==> config.mk <==
export PLATFORM = sky130hd
export DESIGN_NAME = btrl_ctrl
export DESIGN_NICKNAME = d
export VERILOG_FILES = /design/src/rtl/btrl_pkg.sv /design/src/rtl/btrl_ctrl.sv
export SDC_FILE = /design/constraint.sdc
export NUM_CORES = 1
export LEC_CHECK = 0
export BUFFER_PORTS_ARGS = -buffer_cell sky130_fd_sc_hd__buf_2
export CORE_AREA = 2 2 39 41
export DETAILED_ROUTE_END_ITERATION = 10
export DIE_AREA = 0 0 41 43
export PLACE_DENSITY = 0.41
export SLEW_MARGIN = 20
export SYNTH_ARGS = -nofsm -noshare
export SYNTH_HDL_FRONTEND = slang
export SYNTH_SLANG_ARGS = --single-unit
export TNS_END_PERCENT = 10
==> constraint.sdc <==
create_clock -name clk_i -period 0.8 [get_ports clk_i]
set_input_delay 0.04 -clock clk_i [delete_from_list [all_inputs] [get_ports clk_i]]
set_output_delay 0.04 -clock clk_i [all_outputs]
set_load 0.01 [all_outputs]
==> src/rtl/btrl_pkg.sv <==
// Shared types and constants for the binary trie route lookup block.
// No dependencies; every other file of the block depends on this package.
package btrl_pkg;

  // Trie and key sizes
  localparam int NODE_COUNT = 4096;
  localparam int ADDR_BITS  = 32;
  localparam int PORT_BITS  = 8;
  localparam int NODE_W     = $clog2(NODE_COUNT);
  localparam int FREE_W     = NODE_W + 1;
  localparam int LEVEL_W    = $clog2(ADDR_BITS + 1);

  // Result status codes
  typedef enum logic [2:0] {
    ST_MISS     = 3'd0,
    ST_HIT      = 3'd1,
    ST_INSERTED = 3'd2,
    ST_IGNORED  = 3'd3,
    ST_FULL     = 3'd4
  } status_e;

  // Command codes
  typedef enum logic {
    CMD_LOOKUP = 1'b0,
    CMD_INSERT = 1'b1
  } command_e;

  // Request word
  typedef struct packed {
    logic        command;
    logic [31:0] key_bits;
    logic [31:0] prefix_mask;
    logic [31:0] route_next_hop;
    logic [7:0]  route_port;
  } req_t;

  // Response word
  typedef struct packed {
    logic [2:0]  status;
    logic [31:0] found_next_hop;
    logic [7:0]  found_port;
  } rsp_t;

  // Controller to datapath commands
  typedef struct packed {
    logic load;
    logic step;
    logic emit;
  } ctrl_cmd_t;

  // Datapath to controller status
  typedef struct packed {
    logic done;
  } dp_sts_t;

  // Count set bits of a mask; gives the prefix length
  function automatic logic [LEVEL_W-1:0] popcount(input logic [ADDR_BITS-1:0] v);
    logic [LEVEL_W-1:0] n;
    n = '0;
    for (int i = 0; i < ADDR_BITS; i++) begin
      n = n + LEVEL_W'(v[i]);
    end
    return n;
  endfunction

endpackage

==> src/rtl/btrl_ctrl.sv <==
// Controller state machine: sequences load, trie walk and response hand-off.
// Depends on btrl_pkg for the command and status structs.
module btrl_ctrl (
  input  logic                 clk_i,
  input  logic                 rst_ni,
  input  logic                 in_valid_i,
  output logic                 in_ready_o,
  output logic                 out_valid_o,
  input  logic                 out_ready_i,
  output btrl_pkg::ctrl_cmd_t  cmd_o,
  input  btrl_pkg::dp_sts_t    sts_i
);
  import btrl_pkg::*;

  typedef enum logic [1:0] {
    S_IDLE,
    S_WALK,
    S_FINISH
  } state_e;

  state_e state_q;
  logic   out_valid_q;

  // Decode commands from the current state
  always_comb begin
    in_ready_o = (state_q == S_IDLE);
    cmd_o.load = (state_q == S_IDLE) && in_valid_i;
    cmd_o.step = (state_q == S_WALK);
    cmd_o.emit = (state_q == S_FINISH) && (!out_valid_q || out_ready_i);
  end

  assign out_valid_o = out_valid_q;

  // Hold state and the response valid flag
  always_ff @(posedge clk_i or negedge rst_ni) begin
    if (!rst_ni) begin
      state_q     <= S_IDLE;
      out_valid_q <= 1'b0;
    end else begin
      case (state_q)
        S_IDLE: begin
          if (in_valid_i) state_q <= S_WALK;
        end
        S_WALK: begin
          if (sts_i.done) state_q <= S_FINISH;
        end
        S_FINISH: begin
          if (cmd_o.emit) state_q <= S_IDLE;
        end
        default: state_q <= S_IDLE;
      endcase
      if (cmd_o.emit) begin
        out_valid_q <= 1'b1;
      end else if (out_ready_i) begin
        out_valid_q <= 1'b0;
      end
    end
  end

endmodule

# Yosys cells after proc, flatten, opt, wreduce, memory -nomap -nowiden
# Index checks and enable logic that the tools add are counted.
[word_totals]
reg_bits = 3
latch_bits = 0
ramBits = 0
romBits = 0
out_inout_bits = 5
elab_cells = 20
mem_count = 0
[op_classes]
addsub = 0
multipliers = 0
div = 0
n_lt_le_gt_ge = 0
n_eq_ne = 5
shift = 0
muxes = 6
bitwise = 0
n_reduce_logical = 7
[op_table]
columns = ["operator", "count"]
rows = [
  ["$mux W2", 3],
  ["$pmux W2 S3", 1],
  ["$ne A2 B2 Y1 const B", 2],
  ["$reduce_and A3 Y1", 1],
  ["$eq A2 B1 Y1 const B", 1],
  ["$eq A2 B2 Y1 const B", 1],
  ["$logic_and A1 B1 Y1", 2],
  ["$logic_not A2 Y1", 1],
  ["$mux W1", 2],
  ["$ne A2 B1 Y1 const B", 1],
  ["$reduce_bool A2 Y1", 1],
  ["$logic_not A1 Y1", 1],
  ["$logic_or A1 B1 Y1", 1],
]

# Longest topological paths before layout
# Gate-level depths: netlist of run 1.
[depth]
depth_word = 5
ltp_mapped = 2
depth_no_buf = 2

# Worst setup path before layout of run 1
# OpenSTA, ideal clock, no wires.
[synth_timing]
path_type = "register -> output"
start = "register state_q[1]"
end = "output port cmd_o[2] in the netlist's numbering"
arrival_ns = 0.820
required_time_ns = 0.760
setup_slack_ns = -0.060
stages_incl_launch_ff = 3
n_path_buf = 0
cell_sequence = "dfrtp_1 nor2_1 and2_1"
[synth_rtl]
columns = ["element", "line", "rtl"]
rows = [
  ["start, declared", "btrl_ctrl.sv:21", "state_e state_q;"],
  ["start signal, assigned", "btrl_ctrl.sv:37", "state_q <= S_IDLE;"],
  ["start signal, assigned", "btrl_ctrl.sv:42", "if (in_valid_i) state_q <= S_WALK;"],
  ["start signal, assigned", "btrl_ctrl.sv:45", "if (sts_i.done) state_q <= S_FINISH;"],
  ["end, declared", "btrl_ctrl.sv:10", "output btrl_pkg::ctrl_cmd_t cmd_o,"],
]

==> results.sh, run 1 <==
export IMPL_status="finished with violations"
export IMPL_violations="setup timing"
export IMPL_hold_violations=0
export IMPL_path_max_fanout=6
export IMPL_die_area_um2=1763
export IMPL_clock_skew_ns=0.001357
export IMPL_wirelength_um=378
export IMPL_drc=0
export IMPL_setup_viol=7
export IMPL_rsz0062_at_grt="yes"
export IMPL_period_share_pct=135.4
export IMPL_clk_latency_ns=0.23
export IMPL_async_flop_share_pct=100.0
export IMPL_clk_path_buf_depth=2
export IMPL_place_congestion=0.6354
export IMPL_ant_nets=0
export IMPL_cp_arrival_ns=1.04
export IMPL_crit_required_ns=0.76
export IMPL_cts_buffers=3
export IMPL_dp_cells=41
export IMPL_drtIter0Drc=4
export IMPL_cp_num_buf_inv=1
export IMPL_port_buffers=9
export IMPL_final_cells=47
export IMPL_synth_nets=21
export IMPL_initial_core_util_pct=11.57
export IMPL_yosys_warnings=0
export IMPL_tightestPinTransition_ns=0.1548
export IMPL_finalPower_w=0.0008891
export IMPL_dr_pass1_iters=2
export IMPL_met2WireLength_um=151
export IMPL_top_layer="met3"
export IMPL_h_tree_depth=1
export IMPL_ys_seq_elements=3
export IMPL_timing_critical_path_from_type="flip-flop"
export IMPL_die_w_um=41
export IMPL_grt_max_degree=7
export IMPL_maxCapViolations=0
export IMPL_io_pins=10
export IMPL_peakVddDrop_uv=1147
export IMPL_critPathKind="reg -> out"
export IMPL_power_leakage_nw=0.1367
export IMPL_dr_wl_met3_um=57
export IMPL_synth_cells=16
export IMPL_cts_tree="yes"
export IMPL_cts_sinks=3
export IMPL_syn_area_per_cell_um2=10.01
export IMPL_crit_chain="nand2b_4 > a21oi_2 > buf_2"
export IMPL_whs_ns=0.05071
export IMPL_cp_top_family="flip-flops"
export IMPL_synth_seq_area_share_pct=46.88
export IMPL_final_util_pct=20.98
export IMPL_vias=160
export IMPL_synth_top_cell_by_area="dfrtp_1"
export IMPL_synth_area_um2=160.2
export IMPL_avgRoutedWirePerCell_um=8.043
export IMPL_final_net_count=37
export IMPL_period_needed_ns=1.083
export IMPL_hold_path_class="in -> reg"
export IMPL_track_usage_pct=6.024
export IMPL_gr_total_overflow=0
export IMPL_die_h_um=43
export IMPL_synth_edf_count=0
export IMPL_tns_ns=-1.078
export IMPL_ys_flop_type="dfrtp_1"
export IMPL_final_setup_worst_slack_ns=-0.2828
export IMPL_clk_pin_slew_worst_paths_ns=0.04
export IMPL_synthTopCellsByCount="3 x dfrtp_1, 2 x a21oi_1, 2 x inv_1, 2 x nand2b_1"
export IMPL_area_growth_pct=81.25
export IMPL_cpPeakStageDelay_ns=0.43
export IMPL_layout_drive_gt1_share_pct=64.52
export IMPL_synth_most_common_cell="dfrtp_1"
export IMPL_final_max_slew_violation_count=0
export IMPL_netlist_cell_type_count=11
export IMPL_ys_top_cells_by_area="dfrtp_1 47%, nand2b_4 8.6%, nand2b_1 7.8%"
export IMPL_fmax_mhz=923.5
export IMPL_antenna_cells=0
export IMPL_row_count=14
export IMPL_antenna_found_initial=0
export IMPL_grt_pass1_wl_um=614
export IMPL_slowest_stage="dfrtp_2"
export IMPL_first_global_vias=156
export IMPL_wl_met1_um=169
export IMPL_cellPowerDensity_nw_per_um2=3063
export IMPL_clock_root_buffer="clkbuf_4"
export IMPL_viasPerCell=3.404
export IMPL_timing_slew_headroom_pct=89.68
export IMPL_coreArea_um2=1384
export IMPL_cp_end_kind="output port"
export IMPL_synth_top_area_share_pct=46.88
[per-layer routing]
metal | GRT usage [%] | up-vias
li1 | - | 83
met1 | 6.431 | 67
met4 | 6.000 | 0
met2 | 6.875 | 10
met5 | 0 | -
met3 | 4.712 | 0
[cell families (layout without fill, tap and decap cells)]
family | count (synthesis) | after routing | share of synthesized area, %
flip-flops | 3 | 3 | 46.87
AO/OA/AOI/OAI | 4 | 4 | 17.18
buffers and inverters | 2 | 17 | 4.689
AND/OR/NAND/NOR | 7 | 7 | 31.25
[cell type report]
| cell class | instances | area (µm²) |
|---|---|---|
| Multi-Input combinational cell | 11 | 96.34 |
| Inverter | 2 | 7.507 |
| Sequential cell | 3 | 77.57 |
| Clock buffer | 4 | 26.28 |
| Tap cell | 16 | 20.02 |
| Fill cell | 153 | 1094 |
| Timing Repair Buffer | 11 | 62.56 |
[sequential cells by signal, summed over array words and instances (netlist names)]
| register | count |
|---|---|
| state_q | 2 |
| out_valid_o | 1 |
[final timing paths]
| check | startpoint | end | slack, ns | cells past startpoint |
|---|---|---|---|---|
| max | state_q[0] | cmd_o[0] | -0.28 | 3 |
| min | out_ready_i | out_valid_o | 0.05 | 2 |
| max reg2reg | state_q[0] | state_q[1] | -0.17 | 3 |
| min reg2reg | state_q[1] | state_q[0] | 0.50 | 1 |
| max in group asynchronous | rst_ni | state_q[1] | 0.55 | 2 |
| min in group asynchronous | rst_ni | out_valid_o | 0.13 | 2 |
[metrics by stage]
stage | instance area [µm²] | setup WS (ns)
after detailed placement | 231.5 | -0.06030
after global placement | 231.5 | -0.03161
final | 290.3 | -0.2828
after CTS | 279.0 | -0.3078
after global routing | 290.3 | -0.3434
after floorplan | 166.4 | -0.001235
[timing repair]
| item | CTS | global route |
|---|---|---|
| endpoints found under the hold margin | 3 | 0 |
| resized for setup | 2 | 3 |
| buffers inserted | 1 | 0 |
| pin swaps | 0 | 0 |
| hold buffers | 1 | 0 |
| endpoints found under the setup margin | 7 | 8 |
[where the power goes]
part | internal (W) | switching, W
Sequential | 0.000208 | 0.0000677
Combinational | 0.000181 | 0.000168
Clock | 0.000187 | 0.0000769
Total | 0.000576 | 0.000313
[placed cells by master (no fill, tap or decap)]
| master | n |
|---|---|
| nor2b_1 | 1 |
| nand3b_1 | 1 |
| a21oi_2 | 1 |
| a21oi_1 | 1 |
| and2_1 | 1 |
| o31ai_4 | 1 |
| o21ai_2 | 1 |
| dfrtp_2 | 2 |
| buf_4 | 1 |
| inv_1 | 2 |
| clkbuf_1 | 1 |
| nor2_2 | 1 |
| buf_2 | 9 |
| dfrtp_1 | 1 |
| nand2b_1 | 2 |
| dlygate4sd3_1 | 1 |
| nand2b_4 | 1 |
| clkbuf_4 | 3 |
No activity file was read; power rests on OpenSTA's default activity.
==> run 2, diff against run 1 <==
Settings changed: ABC_AREA set to 1, PLACE_DENSITY 0.41 to 0.4, REMOVE_ABC_BUFFERS set to 1.
==> results.sh, run 2 <==
export IMPL_worst_path_stages=4
export IMPL_clk_latency_ns=0.23
export IMPL_cts_buffers=3
export IMPL_timing_slew_headroom_pct=90.35
export IMPL_final_setup_worst_slack_ns=-0.2384
export IMPL_clockPowerShare_pct=32.0
export IMPL_synth_top_cell_by_area="dfrtp_1"
export IMPL_clk_pin_slew_worst_paths_ns=0.04
export IMPL_cp_arrival_ns=1.00
export IMPL_maxCapViolations=0
export IMPL_place_congestion=0.6578
export IMPL_hold_path_class="in -> reg"
export IMPL_tightestPinTransition_ns=0.1432
export IMPL_whs_ns=0.01603
export IMPL_violations="setup timing"
export IMPL_area_growth_pct=70.94
export IMPL_wirelength_um=355
export IMPL_grt_busiest_layer="met4"
export IMPL_crit_required_ns=0.76
export IMPL_status="finished with violations"
export IMPL_dp_slack_ns=-0.03037
export IMPL_final_max_slew_violation_count=0
export IMPL_ant_nets=0
export IMPL_coreArea_um2=1384
export IMPL_fmax_mhz=963.1
export IMPL_power_leakage_nw=0.1498
export IMPL_h_tree_depth=1
export IMPL_synth_top_family_by_area="simple AND/OR/NAND/NOR gates"
export IMPL_slowest_stage="dfrtp_1"
export IMPL_die_h_um=43
export IMPL_r2r_cells=3
export IMPL_synth_xor_area_share_pct=0
export IMPL_viasPerCell=3.216
export IMPL_first_global_vias=156
export IMPL_synth_edf_count=0
export IMPL_post_cts_buffers=0
export IMPL_cts_tree="yes"
export IMPL_nFillCells=154
export IMPL_final_net_count=41
export IMPL_drtIter0Drc=0
export IMPL_pwr_share_seq_pct=30.7
export IMPL_combPwrFrac_pct=37.3
export IMPL_synth_seq_area_share_pct=51.28
export IMPL_regMostFlops="state_q"
export IMPL_cp_num_buf_inv=2
export IMPL_port_buffers=9
export IMPL_netlist_cell_type_count=7
export IMPL_die_area_um2=1763
export IMPL_dr_pass1_iters=1
export IMPL_grt_max_degree=5
export IMPL_track_usage_pct=6.036
export IMPL_p_sw_w=0.0003010
export IMPL_path_max_fanout=3
export IMPL_ys_flop_type="dfrtp_1"
export IMPL_critPathKind="reg -> out"
export IMPL_yosys_warnings=0
export IMPL_async_flop_share_pct=100.0
export IMPL_synth_area_um2=146.4
export IMPL_synth_cells=21
export IMPL_synth_simple_area_share_pct=32.48
export IMPL_clock_skew_ns=0.0003004
export IMPL_cts_sinks=3
export IMPL_rsz0062_at_grt="yes"
export IMPL_grt_pass1_wl_um=565
export IMPL_io_pins=10
export IMPL_synthTopCellsByCount="7 x nand2_1, 4 x inv_1, 4 x nor2_1"
export IMPL_final_common_cell="buf_2"
export IMPL_synth_top_area_share_pct=51.28
export IMPL_dp_hpwl_um=277.9
export IMPL_cp_end_kind="output port"
export IMPL_syn_area_per_cell_um2=6.971
export IMPL_period_share_pct=129.8
export IMPL_avgRoutedWirePerCell_um=6.961
export IMPL_internal_power_w=0.0005217
export IMPL_gr_total_overflow=0
export IMPL_use_met3_pct=2.094
export IMPL_synth_most_common_cell="nand2_1"
export IMPL_synth_fa_ha_area_share_pct=0
export IMPL_setup_viol=4
export IMPL_use_met2_pct=6.250
export IMPL_holdPathStages=3
export IMPL_clk_path_buf_depth=2
export IMPL_timing_critical_path_from_type="flip-flop"
export IMPL_ys_top_cells_by_area="dfrtp_1 51%, nand2_1 18%, inv_1 10%"
export IMPL_antenna_found_initial=0
export IMPL_period_needed_ns=1.038
export IMPL_cellPowerDensity_nw_per_um2=3288
export IMPL_cpPeakStageDelay_ns=0.40
export IMPL_switching_share_pct=36.59
export IMPL_cp_top_family="flip-flops"
export IMPL_use_met1_pct=4.854
export IMPL_synth_compound_area_share_pct=3.419
export IMPL_peakVddDrop_uv=569.3
export IMPL_clock_root_buffer="clkbuf_4"
export IMPL_antenna_cells=0
export IMPL_initial_core_util_pct=10.58
export IMPL_ys_seq_elements=3
export IMPL_hold_violations=0
export IMPL_final_cell_mix="9 x buf_2, 7 x nand2_1, 4 x inv_1"
export IMPL_drc=0
export IMPL_die_w_um=41
export IMPL_row_count=14
export IMPL_crit_chain="nor2_2 > nand2_1 > inv_1 > buf_2"
export IMPL_layout_drive_gt1_share_pct=42.86
export IMPL_synthMuxAreaShare_pct=0
export IMPL_largest_reg_flops=2
export IMPL_vias=164
==> run 2: per-stage QoR <==
step | TNS, ns | total power (W) | utilization (%) | instances | area (µm²)
6_report | -0.7705 | 0.0008227 | 18.08 | 51 | 250.2
5_1_grt | -1.018 | 0.0009077 | 18.08 | 51 | 250.2
4_1_cts | -0.8447 | 0.0008472 | 18.08 | 51 | 250.2
3_5_place_dp | -0.03037 | 0.0005569 | 15.28 | 46 | 211.5
3_3_place_gp | -0.02012 | 0.0005572 | 15.28 | 46 | 211.5
2_1_floorplan | -0.05658 | 0.0004297 | - | 21 | 146.4
==> run 2: what timing repair did <==
item                                    4_1_cts  5_1_grt
pin swaps                                     1        3
endpoints found under the hold margin         3        0
endpoints found under the setup margin        4        6
gates resized for setup                       1        0
hold buffers                                  1        0
==> run 2: layer usage <==
metal | vias up | part of all wire [%]
met4 | 0 | 5.4
met5 | - | 0
met2 | 6 | 47
met1 | 70 | 37
li1 | 86 | -
met3 | 2 | 11
==> run 2: power groups by stage <==
stage	clock (W)	combinational, W	sequential, W
after floorplan	0	0.000173	0.000257
after global placement	0	0.000306	0.000251
after detailed placement	0	0.000306	0.000251
after CTS	0.000278	0.000315	0.000254
after global routing	0.000291	0.000359	0.000257
final	0.000263	0.000307	0.000252
==> run 2: tightest hold or removal path: cells and delay by family <==
family        cells  cell delay [ns]
simple gates      2             0.09
buf+inv           1             0.08
==> run 2: cell type report <==
cell class / instances / area, µm² / area share [%]
flip-flops and latches: 3 / 75.07 / 30.00
inverters: 5 / 18.77 / 7.500
clock buffers: 4 / 26.28 / 10.50
well taps: 16 / 20.02 / 8.000
repair buffers: 10 / 55.05 / 22.00
multi-input cells: 13 / 55.05 / 22.00
==> run 2: path summary, 6_finish.rpt <==
path	start	endpoint	slack [ns]
worst max register to register	state_q[1]	state_q[1]	0.05
worst max-delay path	state_q[0]	cmd_o[2]	-0.24
worst min register to register	out_valid_o	out_valid_o	0.54
min in group asynchronous	rst_ni	state_q[0]	0.13
max in group asynchronous	rst_ni	state_q[1]	0.56
worst min-delay path	sts_i	state_q[1]	0.02
==> run 2: cell families after synthesis <==
| logic type | Yosys count |
|---|---|
| AO/OA/AOI/OAI | 1 |
| buffers and inverters | 5 |
| flip-flops | 3 |
| AND/OR/NAND/NOR | 12 |
